[config.mk]
export PLATFORM = sky130hd
export DESIGN_NAME = adc_scan_deadband_midi_cc
export DESIGN_NICKNAME = d
export VERILOG_FILES = /design/src/rtl/adcmidi_pkg.sv /design/src/rtl/adc_scan_deadband_midi_cc.sv
export SDC_FILE = /design/constraint.sdc
export NUM_CORES = 1
export LEC_CHECK = 0
export BUFFER_PORTS_ARGS = -buffer_cell sky130_fd_sc_hd__buf_2
export CAP_MARGIN = 15
export CORE_MARGIN = 2
export CORE_UTILIZATION = 42
export CTS_CLUSTER_SIZE = 12
export DETAILED_ROUTE_END_ITERATION = 6
export PLACE_DENSITY_LB_ADDON = 0.12
export SLEW_MARGIN = 20
export SYNTH_ARGS = -nofsm -noshare
export SYNTH_HDL_FRONTEND = slang
export SYNTH_SLANG_ARGS = --single-unit
[constraint.sdc]
create_clock -name clk -period 7.8 [get_ports clk]
set_clock_uncertainty 0.05 [all_clocks]
set_input_delay 0.39 -clock clk [delete_from_list [all_inputs] [get_ports clk]]
set_output_delay 0.39 -clock clk [all_outputs]
set_load 0.005 [all_outputs]
[src/rtl/adcmidi_pkg.sv]
// shared constants for the adc scan deadband midi cc block
`default_nettype none

package adcmidi_pkg;

    // default parameter values
    localparam int MAX_CHANNELS_DEF = 8;
    localparam int SAMPLE_BITS_DEF  = 12;

    // field widths fixed by the message format
    localparam int THR_W    = 12;
    localparam int CTRL_W   = 7;
    localparam int MCH_W    = 4;
    localparam int CNT_W    = 4;
    localparam int CFG_W    = 12;
    localparam int CFG_IDX_W = 2;
    localparam int VALUE_W  = 7;
    localparam int CHAN_W   = 3;
    localparam int STATUS_W = 8;

    // control-change status byte, channel nibble clear
    localparam logic [STATUS_W-1:0] CC_STATUS = 8'hB0;
    localparam logic [CTRL_W-1:0]   CTRL_MAX  = 7'd127;

    // register reset values
    localparam logic [THR_W-1:0]  THRESHOLD_RST = 12'd8;
    localparam logic [CTRL_W-1:0] BASE_CTRL_RST = 7'd80;
    localparam logic [MCH_W-1:0]  MIDI_CH_RST   = 4'd0;
    localparam logic [CNT_W-1:0]  CH_COUNT_RST  = 4'd5;

    // configuration register indexes
    typedef enum logic [CFG_IDX_W-1:0] {
        REG_THRESHOLD = 2'd0,
        REG_BASE_CTRL = 2'd1,
        REG_MIDI_CH   = 2'd2,
        REG_CH_COUNT  = 2'd3
    } cfg_reg_t;

endpackage : adcmidi_pkg

`default_nettype wire

[src/rtl/adc_scan_deadband_midi_cc.sv]
// top level: round-robin deadband scanner that emits midi control-change words
//
//  channel  | handshake            | payload
//  ---------+----------------------+---------------------------------------------
//  in       | in_valid / in_ready  | sample
//  out      | out_valid / out_ready| sent, status_byte, controller_number,
//           |                      | control_value, scanned_channel, next_mux_select
//  cfg      | cfg_we (no wait)     | cfg_index, cfg_data
//
//  Two register stages: an input stage that also holds the registered read of the
//  last-reported table, and a result register. One word per cycle while out_ready is high;
//  a word passes the input stage, then the result register, which drives out_valid.
//  A table write by the word leaving the input stage is bypassed into the read
//  for the word entering it, so a single-channel scan keeps full rate.
//  Reset clears the scan index, the table valid bits and all handshake state.
//  An output stall holds the result register, then the input stage, then in_ready.
`default_nettype none

module adc_scan_deadband_midi_cc
    import adcmidi_pkg::*;
#(
    parameter int MAX_CHANNELS = MAX_CHANNELS_DEF,
    parameter int SAMPLE_BITS  = SAMPLE_BITS_DEF
)
(
    input  wire logic                   clk,
    input  wire logic                   rst_n,

    input  wire logic                   cfg_we,
    input  wire logic [CFG_IDX_W-1:0]   cfg_index,
    input  wire logic [CFG_W-1:0]       cfg_data,

    input  wire logic                   in_valid,
    output logic                        in_ready,
    input  wire logic [SAMPLE_BITS-1:0] sample,

    output logic                        out_valid,
    input  wire logic                   out_ready,
    output logic                        sent,
    output logic [STATUS_W-1:0]         status_byte,
    output logic [CTRL_W-1:0]           controller_number,
    output logic [VALUE_W-1:0]          control_value,
    output logic [CHAN_W-1:0]           scanned_channel,
    output logic [CHAN_W-1:0]           next_mux_select
);

    localparam int IDX_W  = (MAX_CHANNELS > 1) ? $clog2(MAX_CHANNELS) : 1;
    localparam int CMP_W  = (SAMPLE_BITS > THR_W) ? SAMPLE_BITS : THR_W;
    localparam int SHIFT  = SAMPLE_BITS - VALUE_W;
    localparam logic [7:0] MAX_CH8 = 8'(MAX_CHANNELS);

    // configuration registers
    logic [THR_W-1:0]  threshold_reg;
    logic [CTRL_W-1:0] base_ctrl_reg;
    logic [MCH_W-1:0]  midi_ch_reg;
    logic [CNT_W-1:0]  ch_count_reg;

    // scan state and last-reported table
    logic [IDX_W-1:0]       scan_idx_reg;
    logic [IDX_W-1:0]       scan_idx_next;
    logic [MAX_CHANNELS-1:0] entry_valid_reg;
    logic [SAMPLE_BITS-1:0] last_mem [MAX_CHANNELS];

    // input stage
    logic                   s1_valid_reg;
    logic [SAMPLE_BITS-1:0] s1_sample_reg;
    logic [IDX_W-1:0]       s1_idx_reg;
    logic [IDX_W-1:0]       s1_next_reg;
    logic [SAMPLE_BITS-1:0] s1_prev_rd_reg;
    logic                   s1_prev_hit_reg;

    // result register
    logic                   out_valid_reg;
    logic                   sent_reg;
    logic [STATUS_W-1:0]    status_reg;
    logic [CTRL_W-1:0]      ctrl_num_reg;
    logic [VALUE_W-1:0]     value_reg;
    logic [CHAN_W-1:0]      chan_reg;
    logic [CHAN_W-1:0]      next_sel_reg;

    // handshake control
    logic in_fire;
    logic out_free;
    logic s1_adv;
    logic s1_write;
    logic bypass;

    assign out_free = !out_valid_reg || out_ready;
    assign s1_adv   = s1_valid_reg && out_free;
    assign in_ready = !s1_valid_reg || out_free;
    assign in_fire  = in_valid && in_ready;

    // configuration write port
    always_ff @(posedge clk or negedge rst_n)
    begin
        if (!rst_n)
        begin
            threshold_reg <= THRESHOLD_RST;
            base_ctrl_reg <= BASE_CTRL_RST;
            midi_ch_reg   <= MIDI_CH_RST;
            ch_count_reg  <= CH_COUNT_RST;
        end
        else if (cfg_we)
        begin
            unique case (cfg_reg_t'(cfg_index))
                REG_THRESHOLD: threshold_reg <= cfg_data[THR_W-1:0];
                REG_BASE_CTRL: base_ctrl_reg <= cfg_data[CTRL_W-1:0];
                REG_MIDI_CH:   midi_ch_reg   <= cfg_data[MCH_W-1:0];
                REG_CH_COUNT:  ch_count_reg  <= cfg_data[CNT_W-1:0];
                default:       ;
            endcase
        end
    end

    // next scan index, wrapping at the clamped channel count
    logic [7:0]     active_cnt;
    logic [IDX_W:0] idx_inc;

    always_comb
    begin
        active_cnt = (ch_count_reg == '0) ? 8'd1 : 8'(ch_count_reg);
        if (active_cnt > MAX_CH8)
        begin
            active_cnt = MAX_CH8;
        end
        idx_inc = {1'b0, scan_idx_reg} + 1'b1;
        if (8'(idx_inc) >= active_cnt)
        begin
            scan_idx_next = '0;
        end
        else
        begin
            scan_idx_next = idx_inc[IDX_W-1:0];
        end
    end

    always_ff @(posedge clk or negedge rst_n)
    begin
        if (!rst_n)
        begin
            scan_idx_reg <= '0;
        end
        else if (in_fire)
        begin
            scan_idx_reg <= scan_idx_next;
        end
    end

    // deadband compare on the input stage
    logic [SAMPLE_BITS-1:0] prev_val;
    logic [SAMPLE_BITS-1:0] abs_diff;
    logic                   send;
    logic [7:0]             ctrl_sum;
    logic [CTRL_W-1:0]      ctrl_sat;

    always_comb
    begin
        prev_val = s1_prev_hit_reg ? s1_prev_rd_reg : '0;
        abs_diff = (s1_sample_reg >= prev_val) ? (s1_sample_reg - prev_val)
                                               : (prev_val - s1_sample_reg);
        send     = CMP_W'(abs_diff) >= CMP_W'(threshold_reg);
        ctrl_sum = 8'(base_ctrl_reg) + 8'(s1_idx_reg);
        ctrl_sat = (ctrl_sum > 8'(CTRL_MAX)) ? CTRL_MAX : ctrl_sum[CTRL_W-1:0];
    end

    assign s1_write = s1_adv && send;
    // the word leaving now updates the entry the incoming word reads
    assign bypass   = s1_write && (s1_idx_reg == scan_idx_reg);

    // table valid bits: an entry never written reads as zero
    always_ff @(posedge clk or negedge rst_n)
    begin
        if (!rst_n)
        begin
            entry_valid_reg <= '0;
        end
        else if (s1_write)
        begin
            entry_valid_reg[s1_idx_reg] <= 1'b1;
        end
    end

    // last-reported table write
    always_ff @(posedge clk)
    begin
        if (s1_write)
        begin
            last_mem[s1_idx_reg] <= s1_sample_reg;
        end
    end

    // input stage control
    always_ff @(posedge clk or negedge rst_n)
    begin
        if (!rst_n)
        begin
            s1_valid_reg <= 1'b0;
        end
        else if (in_fire)
        begin
            s1_valid_reg <= 1'b1;
        end
        else if (s1_adv)
        begin
            s1_valid_reg <= 1'b0;
        end
    end

    // input stage payload and registered table read with bypass
    always_ff @(posedge clk)
    begin
        if (in_fire)
        begin
            s1_sample_reg   <= sample;
            s1_idx_reg      <= scan_idx_reg;
            s1_next_reg     <= scan_idx_next;
            s1_prev_rd_reg  <= bypass ? s1_sample_reg : last_mem[scan_idx_reg];
            s1_prev_hit_reg <= bypass || entry_valid_reg[scan_idx_reg];
        end
    end

    // result register control
    always_ff @(posedge clk or negedge rst_n)
    begin
        if (!rst_n)
        begin
            out_valid_reg <= 1'b0;
        end
        else if (out_free)
        begin
            out_valid_reg <= s1_valid_reg;
        end
    end

    // result register payload
    always_ff @(posedge clk)
    begin
        if (s1_adv)
        begin
            sent_reg     <= send;
            status_reg   <= send ? (CC_STATUS | STATUS_W'(midi_ch_reg)) : '0;
            ctrl_num_reg <= send ? ctrl_sat : '0;
            value_reg    <= send ? VALUE_W'(s1_sample_reg >> SHIFT) : '0;
            chan_reg     <= CHAN_W'(s1_idx_reg);
            next_sel_reg <= CHAN_W'(s1_next_reg);
        end
    end

    // output ports
    assign out_valid         = out_valid_reg;
    assign sent              = sent_reg;
    assign status_byte       = status_reg;
    assign controller_number = ctrl_num_reg;
    assign control_value     = value_reg;
    assign scanned_channel   = chan_reg;
    assign next_mux_select   = next_sel_reg;

endmodule : adc_scan_deadband_midi_cc

`default_nettype wire
Word-level counts from Yosys, hierarchy flattened
Memories as Yosys holds them, arrays and structs flattened. A register that Yosys moved wholly into a read port is not among the register bits.
Cells that the tools add are included.
- bitwise operators: 1
- equal/unequal tests: 4
- multipliers: 0
- reductions and logical operators: 17
- div/mod/pow operators: 0
- multiplexer cells: 15
- magnitude comparators: 8
- $add $sub $neg: 4
- shift-type cells: 0
- operators with widths (kind ; number):
    $ge A12 B12 Y1 ; 2
    $mux W12 ; 2
    $sub A12 B12 Y12 ; 2
    $add A7 B3 Y8 ; 1
    $ge A4 B8 Y1 ; 1
    $gt A8 B7 Y1 const B ; 1
    $lt A3 B4 Y1 const B ; 2
    $mux W4 ; 2
    $mux W8 ; 1
    $or A8 B8 Y8 ; 1
    $reduce_and A2 Y1 ; 4
    $mux W7 ; 1
    $mux W1 ; 6
    $logic_and A1 B1 Y1 ; 5
    $add A3 B1 Y4 const B ; 1
    $eq A2 B2 Y1 const B ; 2
    $gt A4 B4 Y1 const B ; 1
    $logic_not A4 Y1 ; 1
    $bmux W1 S3 ; 1
    $demux W1 S3 ; 1
    $eq A3 B3 Y1 ; 1
    $ge A3 B1 Y1 const B ; 1
    $logic_or A1 B1 Y1 ; 3
    $mux W3 ; 1
    4 further kinds ; 5
- bits in read-only memories: 0
- memories kept: 1
- output and inout port bits: 31
- latch bits: 0
- flip-flop bits (word level): 88
- word-level logic and storage cells: 69
- bits in writable memories: 96
- input bits: 31
- memory list (memory ; words ; width ; rd ports ; clocked after memory_dff ; wr ports ; line ; RTL):
    last_mem ; 8 ; 12 ; 1 ; 1 ; 1 ; adc_scan_deadband_midi_cc.sv:62 ; logic [SAMPLE_BITS-1:0] last_mem [MAX_CHANNELS];

Longest topological paths before layout
- depth in word-level cells: 7
- gate-level depth with buffers: 23

Worst setup path before layout
No wires, ideal clock.
- path kind: flip-flop to flip-flop
- start point: register s1_prev_hit_reg
- end point: memory last_mem[0][0] (netlist bit) (enable)
- path slack: 2.792 ns
- stages on the path, launching flop included: 22
- path buffers: 3
- arrival time: 4.562 ns
- period minus slack after synthesis: 5.008 ns
- cells stage by stage: edfxtp_1 > clkbuf_1 > nand2_1 > inv_1 > ha_1 > inv_1 > fa_1 > nand3_1 > a31oi_1 > o2111ai_1 > nand2_1 > a21oi_2 > buf_6 > mux2_2 > ha_1 > a21o_1 > a211oi_1 > o31a_1 > o21ai_2 > buf_2 > nand3b_4 > nor3_1
- word-level cells in the longest chain between the ends: 7
- ends and longest elaborated chain (item ; line ; RTL):
    from (decl) ; adc_scan_deadband_midi_cc.sv:70 ; logic s1_prev_hit_reg;
    from (signal assigned) ; adc_scan_deadband_midi_cc.sv:218 ; s1_prev_hit_reg <= bypass || entry_valid_reg[scan_idx_reg];
    $mux W12 (*) ; adc_scan_deadband_midi_cc.sv:158 ; prev_val = s1_prev_hit_reg ? s1_prev_rd_reg : '0;
    $sub A12 B12 Y12, or another cell as far along ; adc_scan_deadband_midi_cc.sv:160 ; : (prev_val - s1_sample_reg);
    $mux W12 (*) ; adc_scan_deadband_midi_cc.sv:159 ; abs_diff = (s1_sample_reg >= prev_val) ? (s1_sample_reg - prev_val)
    $ge A12 B12 Y1 (*) ; adc_scan_deadband_midi_cc.sv:161 ; send = CMP_W'(abs_diff) >= CMP_W'(threshold_reg);
    $logic_and A1 B1 Y1 (*) ; adc_scan_deadband_midi_cc.sv:166 ; assign s1_write = s1_adv && send;
    $mux W1 (*) ; adc_scan_deadband_midi_cc.sv:186 ; if (s1_write)
    $mux W1 (implied by the code) (*) ; adc_scan_deadband_midi_cc.sv:188 ; last_mem[s1_idx_reg] <= s1_sample_reg;
    to (decl) ; adc_scan_deadband_midi_cc.sv:62 ;
Every way passes the cells marked *; elsewhere a longest branch is shown, timed or not.

Worst setup path after layout
- start point: register s1_prev_hit_reg
- end point: memory last_mem[7][8] (netlist bit) (enable)
Same word-level chain as after synthesis.

==> metrics.cfg <==
[synth]
postSynthAreaPerCell_sq_um = 14.9
ys.warnings.count = 0
yosysSeqAreaShare_pct = 62.6
synth_area_sq_um = 8900
syn_nets = 676
synth_cell_type_count = 48
async_flop_share_pct = 20.8
synth-edff-count = 152
synth-seq-cells = 192
yosysMostFrequentCell = edfxtp_1
synthFlopType = edfxtp_1
synth_area_leaders = edfxtp_1 51%, dfrtp_1 9.8%, mux4_2 6.6%
synthTopCellsByCount = 152 x edfxtp_1, 43 x ha_1, 42 x inv_1
yosysTopAreaCell = edfxtp_1
syn_inst = 599
yosysTopAreaCellShare_pct = 51.3

[finish]
drive_gt1_share_pct = 24.6
largest_register_ffs = 96
area_growth_pct = 12.7
top_register = last_mem
instances_no_fill = 943
final_util_pct = 48.0
n_fill_cell = 1871
finish.instance_area_sq_um = 10000
antenna-diode-count = 0
final_nets = 732

[clock_network]
cts_tree = done
cts_buffers = 17
ctsRootBufferMaster = clkbuf_16
ctsHoldBuffers = 0
cts_buffer_depth = 2
clk_pin_slew_ps = 80
post_cts_buffers = 0
clk_latency_ps = 430
post_cts_resized = 0
htreeDepth = 4
clock-sinks = 192

[critical_path]
r2r_start = s1_prev_hit_reg
startpoint = s1_prev_hit_reg
cp-end-kind = register
crit_path_end = last_mem[7][8]
r2r-end = last_mem[7][8]
crit_path_start_kind = register
rr_worst_depth = 18
ff2ff_setup_slack_ps = 1900
cp_max_fo = 12
worstSetupPathType = reg -> reg
cp.required_ps = 7790
cp.arrival_ps = 5890

[sta]
period_share_pct = 75.6
fin_tns_setup_ps = 0
hold_ws_ps = 56.1
fmax_mhz = 170
layout_setup_ws_ps = 1900
finalCriticalPeriod_ps = 5900
relSlewSlack_pct = 28.7
drv_slew = 0
final-setup-viol-count = 0
worstMarginPinSlew_ps = 1070
rsz0062_at_grt = no
hold_viol = 0

[die]
start_util_pct = 42.6
rows = 53
ios = 62
die_area_sq_um = 22400
core_sq_um = 20900
die_x_microns = 150
die_h_microns = 150

[global_routing]
grt_max_degree = 41
grt_overflow = 0
grtUsageTotal_pct = 16.1
antenna_found_initial = 0
grt_pass1_vias = 5166
grt_pass1_wl_mm = 27.3

[power_and_ir_drop]
ir_drop_mv = 0.155
power_frac_comb_pct = 35.4
power.internal_mw = 2.36
powerDensity_nw_per_um2 = 353
p_leak_nw = 4.00
switching_share_pct = 33.3
p_seq_share_pct = 41.0
design_power_total_mw = 3.54
power_switching_mw = 1.18
p_clk_share_pct = 23.6

[hold_path]
hold_class = in -> async

[placed_design]
placed_cells = 911
placed_area_sq_um = 9460
io_buffers = 60
dp_slack_ps = 1870
hpwl_mm = 11.7
gp_congestion = 0.808

[route]
drt-pass1-iter-count = 4
ant_nets = 0
drtIter0Drc = 357
drc = 0
via_count = 4841
via_per_inst = 5.13
wl_per_cell_microns = 18.0
drt_wl_total_mm = 16.9

[status]
status = finished clean

[run]
drv_cap = 0

area by class of cell:
cell class | instances | area, sq um | area share (%)
repair buffers | 66 | 345 | 3.44
multi-input cells | 336 | 3050 | 30.4
flip-flops and latches | 192 | 5570 | 55.6
well taps | 275 | 344 | 3.43
clock inverters | 15 | 139 | 1.38
clock buffers | 17 | 425 | 4.24
inverters | 42 | 158 | 1.57
worst max-delay path, cell delays in order (launching register included):
cell and delay (ps):
edfxtp_1 570, nand2_1 130, inv_1 90, ha_1 180
inv_1 60, fa_1 390, nand3_1 120, a31oi_1 110
o2111ai_1 190, nand2_1 90, a21oi_2 590, mux2_2 410
ha_1 280, a21o_1 110, a211oi_1 70, o31a_1 300
o21ai_2 410, nand3_1 420, nor2_1 930
worst min path at each step:
stage | start | slack [ps] | to
after floorplan | rst_n | 40 | base_ctrl_reg[0]
after global placement | s1_next_reg[0] | 360 | next_mux_select[0]
after detailed placement | s1_next_reg[0] | 360 | next_mux_select[0]
after CTS | sample[2] | 60 | s1_sample_reg[2]
after global routing | sample[3] | 60 | s1_sample_reg[3]
final | rst_n | 60 | base_ctrl_reg[5]
metal layers:
layer  wire, microns  track usage (%)
met1            8190             21.6
met2            8230             26.8
met3             451             3.35
met4              62             4.24
met5               0                0
power groups by stage:
| stage | clock (mW) | sequential [mW] | combinational [mW] |
|---|---|---|---|
| final | 0.836 | 1.45 | 1.25 |
| after global routing | 0.900 | 1.48 | 1.41 |
| after CTS | 0.861 | 1.46 | 1.27 |
| after detailed placement | 0 | 1.48 | 1.27 |
| after global placement | 0 | 1.47 | 1.24 |
| after floorplan | 0 | 1.43 | 0.991 |
cells in the final DEF, fill, tap and decap left out, types with 5 or more instances in the layout:
cell / count
edfxtp_1: 152
buf_2: 60
ha_1: 43
inv_1: 42
nand2_1: 38
mux2i_1: 34
dfrtp_1: 34
mux4_2: 26
o21ai_0: 22
mux2_2: 20
clkbuf_16: 17
a21oi_1: 15
and2_1: 15
a21o_1: 14
nor2_1: 12
xor2_1: 10
nand2b_1: 10
o21bai_1: 9
inv_6: 7
xnor2_1: 6
buf_4: 6
nand3_1: 5
nand4_1: 5
o31ai_1: 5
nor2_2: 5
dfstp_2: 5
cells by family after synthesis:
kind of cell    synth area share [%]
mux                             12.9
xor+xnor                        1.57
flops                           62.6
simple gates                    6.19
compound gates                  6.31
buf+inv                         3.64
fa+ha+maj                       6.72
other cells                   0.0421
Note: power is estimated with default switching activity, not from simulation.
